[config.mk]
export PLATFORM = sky130hd
export DESIGN_NAME = lcg_ranged_random_no_repeat
export DESIGN_NICKNAME = d
export VERILOG_FILES = /design/src/rtl/core/lrr_pkg.sv /design/src/rtl/core/lcg_ranged_random_no_repeat.sv /design/src/rtl/core/lrr_ctrl.sv /design/src/rtl/core/lrr_dp.sv
export VERILOG_INCLUDE_DIRS = /design/src /design/src/rtl/core
export SDC_FILE = /design/constraint.sdc
export NUM_CORES = 2
export LEC_CHECK = 0
export BUFFER_PORTS_ARGS = -buffer_cell sky130_fd_sc_hd__buf_2
export CAP_MARGIN = 40
export CELL_PAD_IN_SITES_DETAIL_PLACEMENT = 2
export CELL_PAD_IN_SITES_GLOBAL_PLACEMENT = 2
export CORE_MARGIN = 5
export CORE_UTILIZATION = 41
export DETAILED_ROUTE_END_ITERATION = 16
export PLACE_DENSITY = 0.85
export SLEW_MARGIN = 10
export SYNTH_ARGS = -nofsm -noshare
export SYNTH_HDL_FRONTEND = slang
export SYNTH_SLANG_ARGS = --single-unit
export TNS_END_PERCENT = 50
[constraint.sdc]
create_clock -name clk -period 12.75 [get_ports clk]
set_input_delay 1.275 -clock clk [delete_from_list [all_inputs] [get_ports clk]]
set_output_delay 1.275 -clock clk [all_outputs]
set_load 0.03 [all_outputs]
[src/rtl/core/lcg_ranged_random_no_repeat_macros.svh]
// Assertion helpers for the ranged random generator.
// Both expect clk and rst_n in scope.
`ifndef LCG_RANGED_RANDOM_NO_REPEAT_MACROS_SVH
`define LCG_RANGED_RANDOM_NO_REPEAT_MACROS_SVH

`ifndef NO_ASSERTIONS

// same-cycle implication
`define LRR_ASSERT_IMP(lbl, ante, cons, msg) \
  lbl: assert property (@(posedge clk) disable iff (!rst_n) (ante) |-> (cons)) \
    else $error(msg);

// next-cycle implication
`define LRR_ASSERT_NXT(lbl, ante, cons, msg) \
  lbl: assert property (@(posedge clk) disable iff (!rst_n) (ante) |=> (cons)) \
    else $error(msg);

`else

`define LRR_ASSERT_IMP(lbl, ante, cons, msg)
`define LRR_ASSERT_NXT(lbl, ante, cons, msg)

`endif

`endif

[src/rtl/core/lrr_pkg.sv]
`default_nettype none

package lrr_pkg;

  localparam int unsigned SEED_W  = 64;
  localparam int unsigned VAL_W   = 32;
  localparam int unsigned MUL_W   = 30;
  localparam int unsigned PROD_W  = VAL_W + MUL_W;
  localparam int unsigned SHIFT   = 16;
  localparam int unsigned DIV_BITS = SEED_W - SHIFT;
  localparam int unsigned CNT_W   = $clog2(DIV_BITS);

  localparam logic [MUL_W-1:0]  LCG_MUL    = 30'd725472321;
  localparam logic [SEED_W-1:0] LCG_INC    = 64'd1;
  localparam logic [SEED_W-1:0] SEED_RESET = 64'd1;

  typedef enum logic [2:0] {
    ST_IDLE,
    ST_MUL_LO,
    ST_MUL_HI,
    ST_ADV,
    ST_DIV,
    ST_DECIDE,
    ST_FINISH
  } lrr_state_t;

  // controller -> datapath
  typedef struct packed {
    logic load;        // capture request, order bounds, optional reseed
    logic mul_lo;      // low seed word times multiplier
    logic mul_hi;      // high seed word times multiplier
    logic adv;         // commit new seed, arm divider
    logic div_step;    // one restoring division bit
    logic set_redraw;  // mark second draw
    logic take;        // load output register and last result
  } lrr_cmd_t;

  // datapath -> controller
  typedef struct packed {
    logic bounds_eq;
    logic repeat_hit;
    logic redraw_done;
  } lrr_sts_t;

endpackage

`default_nettype wire

[src/rtl/core/lcg_ranged_random_no_repeat.sv]
// Channel | Dir | Payload
// --------+-----+-------------------------------------------------------------
// in_     | in  | tdata: low_bound, high_bound, new_seed; tuser: allow_repeat, reseed
// out_    | out | tdata: value; tuser: redrawn
// cfg_    | in  | wr_data: live seed (reset still loads seed 1)
//
// One request at a time. A draw is a seed update (two 32x30 partial
// products in MUL_LO and MUL_HI, a 64-bit add in ADV), a bit-serial modulo
// of the 48 upper seed bits and a decision in DECIDE; a repeat runs one
// second draw, and equal bounds go from ADV straight to FINISH.
// Reset is synchronous, active low; seed returns to 1, last result to 0.
// The output register holds a finished beat, so a new request can be
// taken while out_tready is low; a second result waits in FINISH.
`default_nettype none
`include "lcg_ranged_random_no_repeat_macros.svh"

module lcg_ranged_random_no_repeat (
  input  wire logic         clk,
  input  wire logic         rst_n,
  // config
  input  wire logic         cfg_wr_en,
  input  wire logic [63:0]  cfg_wr_data,
  // request
  input  wire logic         in_tvalid,
  output logic              in_tready,
  input  wire logic [127:0] in_tdata,   // [31:0] low_bound, [63:32] high_bound,
                                        // [127:64] new_seed
  input  wire logic [1:0]   in_tuser,   // [0] allow_repeat, [1] reseed
  // result
  output logic              out_tvalid,
  input  wire logic         out_tready,
  output logic [31:0]       out_tdata,  // [31:0] value
  output logic              out_tuser   // [0] redrawn
);
  import lrr_pkg::*;

  lrr_cmd_t           cmd;
  lrr_sts_t           sts;
  logic signed [31:0] value;
  logic               redrawn;

  lrr_ctrl u_ctrl (
    .clk        (clk),
    .rst_n      (rst_n),
    .in_tvalid  (in_tvalid),
    .in_tready  (in_tready),
    .out_tvalid (out_tvalid),
    .out_tready (out_tready),
    .sts        (sts),
    .cmd        (cmd)
  );

  lrr_dp u_dp (
    .clk          (clk),
    .rst_n        (rst_n),
    .cfg_wr_en    (cfg_wr_en),
    .cfg_wr_data  (cfg_wr_data),
    .low_bound    (signed'(in_tdata[31:0])),
    .high_bound   (signed'(in_tdata[63:32])),
    .allow_repeat (in_tuser[0]),
    .reseed       (in_tuser[1]),
    .new_seed     (in_tdata[127:64]),
    .cmd          (cmd),
    .sts          (sts),
    .value        (value),
    .redrawn      (redrawn)
  );

  assign out_tdata = value;
  assign out_tuser = redrawn;

  // a taken request blocks the input until its draw is done
  `LRR_ASSERT_NXT(a_busy_after_accept, in_tvalid && in_tready, !in_tready,
    "input ready right after accept")
  // never overwrite a result still waiting on the output
  `LRR_ASSERT_IMP(a_take_slot_free, cmd.take, !out_tvalid || out_tready,
    "output register overwritten")
  // no division for equal bounds (width would be zero)
  `LRR_ASSERT_IMP(a_div_width_nz, cmd.div_step, !sts.bounds_eq,
    "modulo by zero width")
  // second draw happens at most once per request
  `LRR_ASSERT_IMP(a_single_redraw, cmd.set_redraw, !sts.redraw_done,
    "more than one redraw")

endmodule

`default_nettype wire

[src/rtl/core/lrr_ctrl.sv]
`default_nettype none

module lrr_ctrl (
  input  wire logic            clk,
  input  wire logic            rst_n,
  input  wire logic            in_tvalid,
  output logic                 in_tready,
  output logic                 out_tvalid,
  input  wire logic            out_tready,
  input  wire lrr_pkg::lrr_sts_t sts,
  output lrr_pkg::lrr_cmd_t    cmd
);
  import lrr_pkg::*;

  lrr_state_t       state_r, state_nxt;
  logic [CNT_W-1:0] cnt_r, cnt_nxt;
  logic             out_valid_r, out_valid_nxt;

  always_ff @(posedge clk) begin
    if (!rst_n) begin
      state_r     <= ST_IDLE;
      cnt_r       <= '0;
      out_valid_r <= 1'b0;
    end else begin
      state_r     <= state_nxt;
      cnt_r       <= cnt_nxt;
      out_valid_r <= out_valid_nxt;
    end
  end

  always_comb begin
    state_nxt = state_r;
    cnt_nxt   = '0;
    cmd       = '0;
    in_tready = 1'b0;
    unique case (state_r)
      ST_IDLE: begin
        in_tready = 1'b1;
        if (in_tvalid) begin
          cmd.load  = 1'b1;
          state_nxt = ST_MUL_LO;
        end
      end
      ST_MUL_LO: begin
        cmd.mul_lo = 1'b1;
        state_nxt  = ST_MUL_HI;
      end
      ST_MUL_HI: begin
        cmd.mul_hi = 1'b1;
        state_nxt  = ST_ADV;
      end
      ST_ADV: begin
        cmd.adv   = 1'b1;
        state_nxt = sts.bounds_eq ? ST_FINISH : ST_DIV;
      end
      ST_DIV: begin
        cmd.div_step = 1'b1;
        cnt_nxt      = cnt_r + CNT_W'(1);
        if (cnt_r == CNT_W'(DIV_BITS - 1)) begin
          cnt_nxt   = '0;
          state_nxt = ST_DECIDE;
        end
      end
      ST_DECIDE: begin
        if (sts.repeat_hit) begin
          cmd.set_redraw = 1'b1;
          state_nxt      = ST_MUL_LO;
        end else begin
          state_nxt = ST_FINISH;
        end
      end
      ST_FINISH: begin
        if (!out_valid_r || out_tready) begin
          cmd.take  = 1'b1;
          state_nxt = ST_IDLE;
        end
      end
      default: state_nxt = ST_IDLE;
    endcase
  end

  assign out_valid_nxt = (out_valid_r && !out_tready) || cmd.take;
  assign out_tvalid    = out_valid_r;

endmodule

`default_nettype wire

[src/rtl/core/lrr_dp.sv]
`default_nettype none

module lrr_dp (
  input  wire logic                clk,
  input  wire logic                rst_n,
  input  wire logic                cfg_wr_en,
  input  wire logic [63:0]         cfg_wr_data,
  input  wire logic signed [31:0]  low_bound,
  input  wire logic signed [31:0]  high_bound,
  input  wire logic                allow_repeat,
  input  wire logic                reseed,
  input  wire logic [63:0]         new_seed,
  input  wire lrr_pkg::lrr_cmd_t   cmd,
  output lrr_pkg::lrr_sts_t        sts,
  output logic signed [31:0]       value,
  output logic                     redrawn
);
  import lrr_pkg::*;

  logic [SEED_W-1:0]   seed_r;
  logic [VAL_W-1:0]    last_r;
  logic [VAL_W-1:0]    lo_r, hi_r, width_r;
  logic                allow_r, redraw_r;
  logic [PROD_W-1:0]   prod_lo_r;
  logic [VAL_W-1:0]    prod_hi_r;
  logic [DIV_BITS-1:0] dvd_r;
  logic [VAL_W-1:0]    rem_r;
  logic [VAL_W-1:0]    value_r;
  logic                redrawn_r;

  logic                swap;
  logic [VAL_W-1:0]    lo_nxt, hi_nxt;
  logic [VAL_W-1:0]    mul_a;
  logic [PROD_W-1:0]   prod;
  logic [SEED_W-1:0]   seed_nxt;
  logic [VAL_W:0]      rem_sh;
  logic [VAL_W+1:0]    diff;
  logic [VAL_W-1:0]    draw_v, result;

  assign swap   = low_bound > high_bound;
  assign lo_nxt = swap ? high_bound : low_bound;
  assign hi_nxt = swap ? low_bound : high_bound;

  // one 32x30 multiplier shared by both seed halves
  assign mul_a = cmd.mul_hi ? seed_r[SEED_W-1:VAL_W] : seed_r[VAL_W-1:0];
  assign prod  = {{MUL_W{1'b0}}, mul_a} * {{VAL_W{1'b0}}, LCG_MUL};

  assign seed_nxt = {prod_hi_r, {VAL_W{1'b0}}} + {{(SEED_W-PROD_W){1'b0}}, prod_lo_r}
                  + LCG_INC;

  // restoring division step, remainder stays below width
  assign rem_sh = {rem_r, dvd_r[DIV_BITS-1]};
  assign diff   = {1'b0, rem_sh} - {2'b00, width_r};

  assign draw_v = rem_r + lo_r;
  assign result = (lo_r == hi_r) ? lo_r : draw_v;

  always_ff @(posedge clk) begin
    if (!rst_n) begin
      seed_r   <= SEED_RESET;
      last_r   <= '0;
      redraw_r <= 1'b0;
    end else begin
      if (cfg_wr_en) begin
        seed_r <= cfg_wr_data;
      end else if (cmd.load && reseed) begin
        seed_r <= new_seed;
      end else if (cmd.adv) begin
        seed_r <= seed_nxt;
      end
      if (cmd.take) begin
        last_r <= result;
      end
      if (cmd.load) begin
        redraw_r <= 1'b0;
      end else if (cmd.set_redraw) begin
        redraw_r <= 1'b1;
      end
    end
  end

  always_ff @(posedge clk) begin
    if (cmd.load) begin
      lo_r    <= lo_nxt;
      hi_r    <= hi_nxt;
      width_r <= hi_nxt - lo_nxt;
      allow_r <= allow_repeat;
    end
    if (cmd.mul_lo) begin
      prod_lo_r <= prod;
    end
    if (cmd.mul_hi) begin
      prod_hi_r <= prod[VAL_W-1:0];
    end
    if (cmd.adv) begin
      dvd_r <= seed_nxt[SEED_W-1:SHIFT];
      rem_r <= '0;
    end else if (cmd.div_step) begin
      dvd_r <= {dvd_r[DIV_BITS-2:0], 1'b0};
      rem_r <= diff[VAL_W+1] ? rem_sh[VAL_W-1:0] : diff[VAL_W-1:0];
    end
    if (cmd.take) begin
      value_r   <= result;
      redrawn_r <= redraw_r;
    end
  end

  assign sts.bounds_eq   = (lo_r == hi_r);
  assign sts.repeat_hit  = (draw_v == last_r) && !allow_r && !redraw_r;
  assign sts.redraw_done = redraw_r;

  assign value   = value_r;
  assign redrawn = redrawn_r;

endmodule

`default_nettype wire
==> Word level (Yosys, flattened, before mapping) <==
Cells that the tools add are included.
{ "totals": {"output_inout_bits": 35, "input_bits": 199, "ff_bits": 411, "elab_cells": 81} }
{ "op_classes": {"eq_ne": 12, "n_mul": 1, "n_bitwise": 2, "n_reduce_logical": 16, "n_mux": 27, "add_sub_neg": 6, "order_cmp": 1} }
{ "op_table": {"columns": ["operator", "count"], "rows": [
  ["64-bit 2-to-1 mux", 3],
  ["32-bit 2-to-1 mux", 5],
  ["48-bit 2-to-1 mux", 2],
  ["64-bit by 1-bit adder with 64-bit output (second input constant)", 1],
  ["64-bit by 62-bit adder with 64-bit output", 1],
  ["32-bit == test", 2],
  ["32-bit by 30-bit multiplier with 62-bit output (second input constant)", 1],
  ["33-bit by 32-bit subtractor with 34-bit output", 1],
  ["32-bit adder", 1],
  ["32-bit greater-than comparator", 1],
  ["32-bit subtractor", 1],
  ["3-bit one-hot mux with 7 select lines", 1],
  ["3-bit 2-to-1 mux", 4],
  ["1-bit 2-to-1 mux", 11],
  ["3-bit == test (second input constant)", 3],
  ["6-bit by 1-bit adder with 6-bit output (second input constant)", 1],
  ["3-bit by 2-bit == test with 1-bit output (second input constant)", 2],
  ["6-bit == test (second input constant)", 1],
  ["1-bit logical AND", 4],
  ["1-bit zero test", 4],
  ["2-bit by 1-bit != test with 1-bit output (second input constant)", 2],
  ["3-bit by 1-bit == test with 1-bit output (second input constant)", 1],
  ["3-bit zero test", 1],
  ["3-bit AND reduction", 1],
  ["other kinds (8)", 10]
]} }

==> Logic depth before layout (Yosys ltp) <==
{ "logic_depth": {"word_depth": 6, "depth_mapped": 35, "ltp_nobuf": 33} }

==> Modules after synthesis <==
Synthesis repeated with hierarchy kept, for this count alone.
{ "unflattened": {"cells_unflattened": 4174, "hier_area_um2": 40621.5} }
{ "modules_own_cells": {"columns": ["module", "cells_each", "n_inst", "area_each_um2", "seq_area_each_um2"], "rows": [
  ["lrr_dp", 4113, 1, 40083.4, 10750.3],
  ["lrr_ctrl", 61, 1, 538.0, 200.2]
]} }

==> Least setup slack after synthesis <==
OpenSTA, ideal clock, no wires.
{ "synth_timing": {"kind": "register to register", "startpoint": "reg u_ctrl.state_r[2]", "endpoint": "reg u_dp.prod_lo_r[61], data pin", "setup_ps": 260, "synth_period_minus_slack_ps": 10190, "t_arrival_ps": 9930, "required_ps": 12490, "stages_incl_launch_ff": 32, "setup_slack_ps": 2560, "n_path_buf": 4, "cell_sequence": "dfxtp_1 clkbuf_1 nor2_1 clkbuf_1 clkbuf_1 buf_1 mux2i_1 inv_1 ha_1 inv_1 fa_1 fa_1 inv_1 fa_1 fa_1 fa_1 ha_1 ha_1 a21o_1 a21o_1 a21o_1 a21oi_1 o21ai_0 a221oi_1 o221ai_1 o211ai_1 o21ai_0 nand4_1 a31oi_1 a211o_1 a21oi_1 xnor2_1"} }
{ "synth_between": {"elab_chain_cells": 4} }
{ "synth_lines": {"columns": ["item", "line", "text"], "rows": [
  ["start: declaration", "lrr_ctrl.sv:15", "lrr_state_t state_r, state_nxt;"],
  ["start signal: assignment", "lrr_ctrl.sv:25", "state_r <= state_nxt;"],
  ["3-bit by 2-bit == test with 1-bit output", "lrr_ctrl.sv:36", "unique case (state_r)"],
  ["1-bit 2-to-1 mux", "lrr_ctrl.sv:36", null],
  ["32-bit 2-to-1 mux", "lrr_dp.sv:45", "assign mul_a = cmd.mul_hi ? seed_r[SEED_W-1:VAL_W] : seed_r[VAL_W-1:0];"],
  ["32-bit by 30-bit multiplier with 62-bit output", "lrr_dp.sv:46", "assign prod = {{MUL_W{1'b0}}, mul_a} * {{VAL_W{1'b0}}, LCG_MUL};"],
  ["named net u_dp.prod[61]", "lrr_dp.sv:34", "logic [PROD_W-1:0] prod;"],
  ["end signal: assignment", "lrr_dp.sv:90", "prod_lo_r <= prod;"],
  ["end: declaration", "lrr_dp.sv:24", "logic [PROD_W-1:0] prod_lo_r;"]
]} }
The timed path passes the listed nets, and every way through them passes these cells.
A chain may end at the register's enable or synchronous reset.

==> Final worst setup path <==
{ "layout_timing": {"startpoint": "reg u_ctrl.state_r[1]", "endpoint": "reg u_dp.prod_lo_r[48], data pin"} }
The elaborated chain is that of the path after synthesis.

==> impl_metrics.env <==
export IMPL_drtPass1Iterations=5
export IMPL_synth_seq_area_share=0.2678
export IMPL_period_minus_slack_ps=10840
export IMPL_cts_buffers=52
export IMPL_slowest_delay_ps=600
export IMPL_dp_hpwl_um=143800
export IMPL_io_buffers=233
export IMPL_avgSynthCellArea_um2=9.575
export IMPL_synth_seq_cells=411
export IMPL_final_cell_mix="inv_1 (602), ha_1 (492), fa_1 (345), nand2_1 (314), edfxtp_1 (272)"
export IMPL_grt_max_degree=90
export IMPL_cp_data_required_time_ps=13110
export IMPL_ys_types=89
export IMPL_grt_pass1_vias=39970
export IMPL_vias_per_cell=6.126
export IMPL_syn_num_nets=5306
export IMPL_cts_hold_repair_buffers=0
export IMPL_crit_type="reg -> reg"
export IMPL_clkSlewWorstSetupHoldPaths_ps=60
export IMPL_grt_use_total=0.3322
export IMPL_tightest_slew_ps=1015
export IMPL_report_final_setup_viol=0
export IMPL_synthCells=4270
export IMPL_vias=35470
export IMPL_syn_to_final_growth_pct=10.86
export IMPL_insertion_delay_ps=680
export IMPL_max_clock_path_buffers=3
export IMPL_drc_errors=0
export IMPL_cp_end_kind="register"
export IMPL_place_gp_congestion=0.9718
export IMPL_grt_pass1_wl_um=264700
export IMPL_cp_arrival_ps=11200
export IMPL_fin_skew_ps=60.25
export IMPL_setup_tns_ps=0
export IMPL_htree_levels=2
export IMPL_crit_fanout=24
export IMPL_finalHoldViolCount=0
export IMPL_cts_resized=0
export IMPL_layout_commonest_cell="inv_1"
export IMPL_nNetsFinal=5492
export IMPL_die_height_um=325.8
export IMPL_cts_sinks=411
export IMPL_drt_wl_total_um=183100
export IMPL_cp_start_kind="register"
export IMPL_slew_violations=0
export IMPL_cts_setup_buffers=0
export IMPL_relSlewSlack=0.3146
export IMPL_rsz0062_at_grt="false"
export IMPL_netlist_area_um2=40890
export IMPL_ant_nets=0
export IMPL_core_um2=98710
export IMPL_ys_flop_type="edfxtp_1"
export IMPL_synth_edf_count=272
export IMPL_cts_root_buf="clkbuf_16"
export IMPL_io_pins=234
export IMPL_initialDrtViolationCount=2432
export IMPL_slowest_stage="mux2i_1"
export IMPL_drive_gt1_frac=0.1007
export IMPL_run_status="finished, final reports clean"
export IMPL_grt_antenna_before_repair=13
export IMPL_grt_overflow_total=0
export IMPL_holdCritPathClass="reg -> reg"
export IMPL_cts_tree="built"
export IMPL_yosys_warnings=0
export IMPL_fp_row_count=115
export IMPL_drv_cap=0
export IMPL_initial_core_util=0.4142
export IMPL_die_area_um2=106100
export IMPL_max_freq_mhz=92.29
export IMPL_die_w_um=325.8
export IMPL_async_flop_share=0
export IMPL_post_drt_wl_per_cell_um=31.63
export IMPL_fin_crit_sh=0.8498
export IMPL_fill_cells=10440
state kept, by name, summed over array words and instances (netlist names), 32 cells and up:
name and cells:
u_dp.hi_r 32, u_dp.dvd_r 48, u_dp.prod_hi_r 32, u_dp.value 32, u_dp.lo_r 32, u_dp.last_r 32, u_dp.prod_lo_r 62, u_dp.seed_r 64
u_dp.rem_r 32, u_dp.width_r 32
final cells by class:
| class | instances | area, um^2 | share of cell area |
|---|---|---|---|
| multi-input combinational | 3100 | 27100 | 0.5978 |
| inverter | 606 | 2275 | 0.05019 |
| clock buffer | 69 | 1435 | 0.03166 |
| timing repair buffer | 285 | 1650 | 0.03641 |
| antenna | 3 | 7.507 | 0.0001656 |
| clock inverter | 29 | 299.0 | 0.006598 |
| tap | 1287 | 1610 | 0.03553 |
| sequential | 411 | 10950 | 0.2416 |
metrics by stage:
stage	setup slack, ps	instance area (um^2)	hold slack (ps)	std cells	util
finish	1915	45320	463.0	5790	0.4592
detailed placement	1919	43460	445.3	5679	0.4403
CTS	1616	45190	458.7	5777	0.4578
global route	1526	45320	487.2	5787	0.4591
floorplan	2560	40890	417.5	4270	-
global placement	2429	43330	432.6	5668	0.4390
worst paths after layout:
path | from | to | slack (ps) | cells past startpoint
worst max-delay path | u_ctrl.state_r[1] | u_dp.prod_lo_r[48] | 1910 | 33
worst min register to register | u_ctrl.cnt_r[0] | u_ctrl.cnt_r[0] | 460 | 1
worst max register to register | u_ctrl.state_r[1] | u_dp.prod_lo_r[48] | 1910 | 33
worst min-delay path | u_ctrl.cnt_r[0] | u_ctrl.cnt_r[0] | 460 | 1
logic make-up after synthesis:
| family | Yosys count | synth area share |
|---|---|---|
| AO/OA/AOI/OAI | 984 | 0.1556 |
| XOR/XNOR | 294 | 0.06436 |
| adder cells (fa/ha/maj) | 837 | 0.3195 |
| buffers and inverters | 759 | 0.07084 |
| flip-flops | 411 | 0.2678 |
| multiplexers | 66 | 0.01711 |
| AND/OR/NAND/NOR | 919 | 0.1048 |
cells in the mapped netlist (28+ instances only):
master | n | share of area
fa_1 | 345 | 0.17
nor3_1 | 65 | 0.0080
xor2_1 | 99 | 0.021
nand2b_1 | 39 | 0.0060
edfxtp_1 | 272 | 0.20
xnor2_1 | 191 | 0.041
dfxtp_1 | 139 | 0.068
clkbuf_1 | 124 | 0.011
a21o_1 | 134 | 0.025
o211a_1 | 29 | 0.0071
mux2_2 | 31 | 0.0085
a21oi_1 | 237 | 0.029
nand3_1 | 56 | 0.0069
ha_1 | 492 | 0.15
nand4_1 | 45 | 0.0069
o21a_1 | 28 | 0.0051
a31oi_1 | 41 | 0.0063
nor2_1 | 244 | 0.022
nand2_1 | 318 | 0.029
mux2i_1 | 35 | 0.0086
inv_1 | 605 | 0.056
o21ai_0 | 255 | 0.031
routing by layer:
layer	vias up	share of wire	track usage
met5	-	0.00030	0
met4	8	0.085	0.2295
met3	616	0.059	0.05017
met2	1464	0.50	0.5942
met1	18270	0.36	0.3622
li1	15110	-	-
critical path, delay by kind of cell, from the launching register on:
kind | cells | cell delay, ps
AO/OA/AOI/OAI | 13 | 3540
flip-flops | 1 | 530
XOR/XNOR | 1 | 140
adder cells (fa/ha/maj) | 9 | 4110
multiplexers | 1 | 600
AND/OR/NAND/NOR | 2 | 370
buffers and inverters | 7 | 1170
Power is left out: the tool's default activity adds up to more than one toggle a clock period on the data nets, which glitch-free logic cannot reach.
